File: config.mk
export PLATFORM = sky130hd
export DESIGN_NAME = dmhq_ctrl
export DESIGN_NICKNAME = d
export VERILOG_FILES = /design/src/hw/rtl/dmhq_pkg.sv /design/src/hw/rtl/dmhq_ctrl.sv
export SDC_FILE = /design/constraint.sdc
export NUM_CORES = 1
export LEC_CHECK = 0
export ABC_AREA = 1
export BUFFER_PORTS_ARGS = -buffer_cell sky130_fd_sc_hd__buf_2
export CORE_AREA = 2 2 39 41
export DETAILED_ROUTE_END_ITERATION = 8
export DIE_AREA = 0 0 41 43
export HOLD_SLACK_MARGIN = 0.15
export PLACE_DENSITY = 0.53
export SYNTH_ARGS = -nofsm -noshare
export SYNTH_HDL_FRONTEND = slang
export SYNTH_SLANG_ARGS = --single-unit
File: constraint.sdc
create_clock -name clk_i -period 1.6 [get_ports clk_i]
set_clock_uncertainty 0.2 [all_clocks]
set_input_delay 0.08 -clock clk_i [delete_from_list [all_inputs] [get_ports clk_i]]
set_output_delay 0.08 -clock clk_i [all_outputs]
set_load 0.005 [all_outputs]
File: src/hw/rtl/dmhq_pkg.sv
// Shared types and constants of the min-heap scheduler queue.
package dmhq_pkg;

  localparam int unsigned ID_W     = 8;
  localparam int unsigned STAMP_W  = 48;
  localparam int unsigned KEY_W    = 49;
  localparam int unsigned BURN_W   = 32;
  localparam int unsigned STATUS_W = 2;
  localparam int unsigned OCC_W    = 7;
  localparam int unsigned CFG_IDX_W  = 2;
  localparam int unsigned CFG_DATA_W = 32;

  // operations
  localparam logic OP_INSERT = 1'b0;
  localparam logic OP_POP    = 1'b1;

  // key ordering modes
  localparam logic MODE_FIFO = 1'b0;
  localparam logic MODE_EDF  = 1'b1;

  // result status codes
  localparam logic [STATUS_W-1:0] STATUS_OK    = 2'd0;
  localparam logic [STATUS_W-1:0] STATUS_FULL  = 2'd1;
  localparam logic [STATUS_W-1:0] STATUS_EMPTY = 2'd2;

  // configuration register indexes
  localparam logic [CFG_IDX_W-1:0] CFG_ORDER_MODE   = 2'd0;
  localparam logic [CFG_IDX_W-1:0] CFG_BURNOUT_TIME = 2'd1;

  typedef struct packed {
    logic               op;
    logic [ID_W-1:0]    requester_id;
    logic [STAMP_W-1:0] request_stamp;
    logic [STAMP_W-1:0] last_service_stamp;
  } in_item_t;

  typedef struct packed {
    logic [STATUS_W-1:0] status;
    logic [ID_W-1:0]     popped_id;
    logic [KEY_W-1:0]    popped_key;
    logic [OCC_W-1:0]    occupancy;
  } out_item_t;

  typedef struct packed {
    logic [ID_W-1:0]  id;
    logic [KEY_W-1:0] key;
  } entry_t;

  // controller -> datapath
  typedef struct packed {
    logic load;
    logic set_full;
    logic set_empty;
    logic ins_init;
    logic rd_parent;
    logic up_move;
    logic write_cur;
    logic pop_read;
    logic pop_take;
    logic rd_children;
    logic dn_move;
  } dp_cmd_t;

  // datapath -> controller
  typedef struct packed {
    logic op;
    logic full;
    logic empty;
    logic last_one;
    logic at_root;
    logic up_less;
    logic dn_move;
  } dp_stat_t;

endpackage

File: src/hw/rtl/dmhq_ctrl.sv
// Sequencer for insert sift-up and pop sift-down of the heap queue.
module dmhq_ctrl (
  input  logic              clk_i,
  input  logic              rst_ni,
  input  logic              start_i,
  output logic              busy_o,
  output logic              done_o,
  input  dmhq_pkg::dp_stat_t stat_i,
  output dmhq_pkg::dp_cmd_t  cmd_o
);
  import dmhq_pkg::*;

  typedef enum logic [2:0] {
    S_IDLE,
    S_DISPATCH,
    S_UP_CHECK,
    S_UP_CMP,
    S_POP_TAKE,
    S_DN_READ,
    S_DN_CMP
  } state_e;

  state_e state_q, state_d;
  logic   done_q, done_d;

  always_comb begin
    cmd_o   = '0;
    state_d = state_q;
    done_d  = 1'b0;
    case (state_q)
      S_IDLE: begin
        if (start_i) begin
          cmd_o.load = 1'b1;
          state_d    = S_DISPATCH;
        end
      end
      S_DISPATCH: begin
        if (stat_i.op == OP_INSERT) begin
          if (stat_i.full) begin
            cmd_o.set_full = 1'b1;
            done_d          = 1'b1;
            state_d         = S_IDLE;
          end else begin
            cmd_o.ins_init = 1'b1;
            state_d        = S_UP_CHECK;
          end
        end else begin
          if (stat_i.empty) begin
            cmd_o.set_empty = 1'b1;
            done_d          = 1'b1;
            state_d         = S_IDLE;
          end else begin
            cmd_o.pop_read = 1'b1;
            state_d        = S_POP_TAKE;
          end
        end
      end
      S_UP_CHECK: begin
        if (stat_i.at_root) begin
          cmd_o.write_cur = 1'b1;
          done_d          = 1'b1;
          state_d         = S_IDLE;
        end else begin
          cmd_o.rd_parent = 1'b1;
          state_d         = S_UP_CMP;
        end
      end
      S_UP_CMP: begin
        if (stat_i.up_less) begin
          cmd_o.up_move = 1'b1;
          state_d       = S_UP_CHECK;
        end else begin
          cmd_o.write_cur = 1'b1;
          done_d          = 1'b1;
          state_d         = S_IDLE;
        end
      end
      S_POP_TAKE: begin
        cmd_o.pop_take = 1'b1;
        if (stat_i.last_one) begin
          // queue drains: nothing left to move
          done_d  = 1'b1;
          state_d = S_IDLE;
        end else begin
          state_d = S_DN_READ;
        end
      end
      S_DN_READ: begin
        cmd_o.rd_children = 1'b1;
        state_d           = S_DN_CMP;
      end
      S_DN_CMP: begin
        if (stat_i.dn_move) begin
          cmd_o.dn_move = 1'b1;
          state_d       = S_DN_READ;
        end else begin
          cmd_o.write_cur = 1'b1;
          done_d          = 1'b1;
          state_d         = S_IDLE;
        end
      end
      default: begin
        state_d = S_IDLE;
      end
    endcase
  end

  always_ff @(posedge clk_i or negedge rst_ni) begin
    if (!rst_ni) begin
      state_q <= S_IDLE;
      done_q  <= 1'b0;
    end else begin
      state_q <= state_d;
      done_q  <= done_d;
    end
  end

  assign busy_o = (state_q != S_IDLE);
  assign done_o = done_q;

`ifndef SYNTHESIS
  a_done_single: assert property (@(posedge clk_i) disable iff (!rst_ni)
    done_q |=> !done_q)
    else $error("result strobe held longer than one cycle");

  a_done_idle: assert property (@(posedge clk_i) disable iff (!rst_ni)
    done_q |-> (state_q == S_IDLE))
    else $error("result strobe while an item is still in work");

  a_accept_busy: assert property (@(posedge clk_i) disable iff (!rst_ni)
    (start_i && state_q == S_IDLE) |=> (state_q == S_DISPATCH) && !done_q)
    else $error("accepted item did not start");
`endif

endmodule

==> impl_metrics.yaml <==
status:
  status: "finished clean"
route:
  first_pass_iters: 4
  drt-initial-drc-count: 5
  vias_per_cell: 4.36
  drc: 0
  vias: 488
  ant_nets: 0
  wl_per_cell_um: 8.52
  wirelength_um: 954
cts:
  insertion_delay_ns: 0.23
  cts_setup_buffers: 0
  clockBufferDepth: 2
  cts_tree: "built"
  cts_buffers: 3
  cts_sinks: 4
  h-tree-depth: 1
  ctsRootBufferMaster: "clkbuf_4"
  clk_pin_slew_ns: 0.04
synth:
  syn_nets: 71
  synth_top_area_share: 0.282
  ys.warnings.count: 0
  synth.avg_cell_area_um2: 5.83
  ys_ff_latch: 4
  yosys.area.top_type: "dfrtp_1"
  yosysSeqAreaShare: 0.282
  synthTopCellsByArea: "dfrtp_1 28%, nor2_1 17%, inv_1 16%"
  synth.distinct_cells: 13
  syn_area_um2: 355
  synth_cells: 61
placed_design:
  place.gp.congestion: 0.684
  io_buffers: 22
  pre_cts_ws_ns: 0.253
  hpwl_um: 723
  placed_cell_area_um2: 485
finish:
  drive_gt1_frac: 0.396
  layout_commonest_cell: "buf_2"
  areaGrowthSynthToFinish_pct: 75.0
  layout_common_cells: "22 x buf_2, 14 x nor2_1, 13 x inv_1"
  design_area_um2: 622
  nets: 108
  diodes: 0
setup_path:
  arrival_ns: 1.24
  worstPathCellList: "inv_2 -> nand3_2 -> nor2_2 -> nor2_1 -> o21ai_0 -> buf_2"
  end_kind: "output pin"
  worst_setup_path_start_kind: "register"
  cp_top_family: "flip-flops"
  crit_fanout: 6
  critPathMaxStageDelay_ns: 0.43
  crit_required_ns: 1.32
  cp_num_buf_inv: 2
  critPathKind: "register to output pin"
  cp_slowest_cell: "dfrtp_2"
job:
  drv_cap: 0
floorplanning:
  initial_core_util: 0.257
  rows: 14
  die_h_um: 43
  die_area_um2: 1760
  core-area_um2: 1380
  pin_count: 23
  die_w_um: 41
timing:
  fin_ws_ns: 0.0846
  slew_headroom: 0.876
  finalHoldViolCount: 0
  fmax_mhz: 660
  timing.final.max_slew_violations: 0
  finalSetupViolCount: 0
  final.min_clock_period_ns: 1.52
  fin_crit_sh: 0.947
  tightest_slew_ns: 0.185
global_routing:
  grt_pass1_wl_mm: 1.57
  grt-ovfl-total: 0
  antenna_found_initial: 0
  grt_max_degree: 7
  grt_pass1_vias: 447
  track_usage: 0.127
power_and_ir_drop:
  max-vdd-ir-drop_mv: 0.532
  p_leak_nw: 0.392
  power.density_nw_per_um2: 1110
hold_path:
  hp-class: "register to register"
-- kinds of logic (layout without fill, tap and decap cells) --
logic type,count (synthesis),after routing,share of synthesized area
buffers and inverters,16,51,0.169
AO/OA/AOI/OAI,3,3,0.0422
flip-flops,4,4,0.282
AND/OR/NAND/NOR,38,38,0.507
-- synth_stat cells --
| cell type | n |
|---|---|
| nor2_1 | 16 |
| inv_1 | 15 |
| nand2_1 | 10 |
| nand3_1 | 5 |
| dfrtp_1 | 4 |
| o21ai_0 | 3 |
| nand4_1 | 2 |
| inv_2 | 1 |
| nand2_2 | 1 |
| nor2_2 | 1 |
| nor2_4 | 1 |
| nor3_1 | 1 |
| nor3_4 | 1 |
-- where the power goes --
part | total, mW | internal (mW) | switching, mW
clock | 0.124 | 0.0838 | 0.0400
sequential | 0.197 | 0.144 | 0.0529
combinational | 0.366 | 0.154 | 0.212
-- registers in the layout, indices dropped and copies added (netlist names) --
register / count
done_o: 1
state_q: 3
-- final cells by class --
| cell class | instances | area, µm² |
|---|---|---|
| Fill cell | 150 | 762 |
| Sequential cell | 4 | 104 |
| Multi-Input combinational cell | 41 | 205 |
| Clock buffer | 3 | 22.5 |
| Tap cell | 16 | 20.0 |
| Inverter | 16 | 60.1 |
| Timing Repair Buffer | 32 | 210 |
-- routing by layer --
layer / up-vias / wire length [µm] / GRT usage
met4: 0 / 14 / 0.0800
li1: 253 / - / -
met3: 2 / 35 / 0
met2: 12 / 524 / 0.228
met5: - / 0 / 0
met1: 221 / 380 / 0.134
-- path summary, 6_finish.rpt --
kind,from,end,slack (ns),cells after the start
worst max-delay path,state_q[2],cmd_o[4],0.08,6
max in group asynchronous,rst_ni,state_q[0],0.48,3
worst min register to register,state_q[2],state_q[2],0.43,2
worst min-delay path,state_q[2],state_q[2],0.43,2
min in group asynchronous,rst_ni,state_q[2],0.54,3
worst max register to register,state_q[1],state_q[0],0.35,5
-- worst register-to-register path, cell delays in order, from the launching register on --
cell and delay (ns):
dfrtp_2 0.46, nor2_2 0.17, nand2_1 0.12, nand2_1 0.09
nor2_1 0.04, nor2_1 0.09
-- per-stage QoR --
step / total power, mW / hold slack, ns / setup TNS, ns / instances / util
2_1_floorplan: 0.397 / -0.416 / 0 / 61 / -
3_3_place_gp: 0.527 / -0.313 / 0 / 99 / 0.351
3_5_place_dp: 0.522 / -0.311 / 0 / 99 / 0.351
4_1_cts: 0.672 / 0.452 / 0 / 112 / 0.439
5_1_grt: 0.754 / 0.476 / -0.00416 / 112 / 0.449
6_report: 0.687 / 0.433 / 0 / 112 / 0.449
-- repair_timing --
action                                  4_1_cts  5_1_grt
hold endpoints to repair                      8        0
endpoints found under the setup margin        1        3
pin swaps                                     0        1
resized for setup                             1        7
hold buffers                                 10        0
No activity file was read; power rests on OpenSTA's default activity.
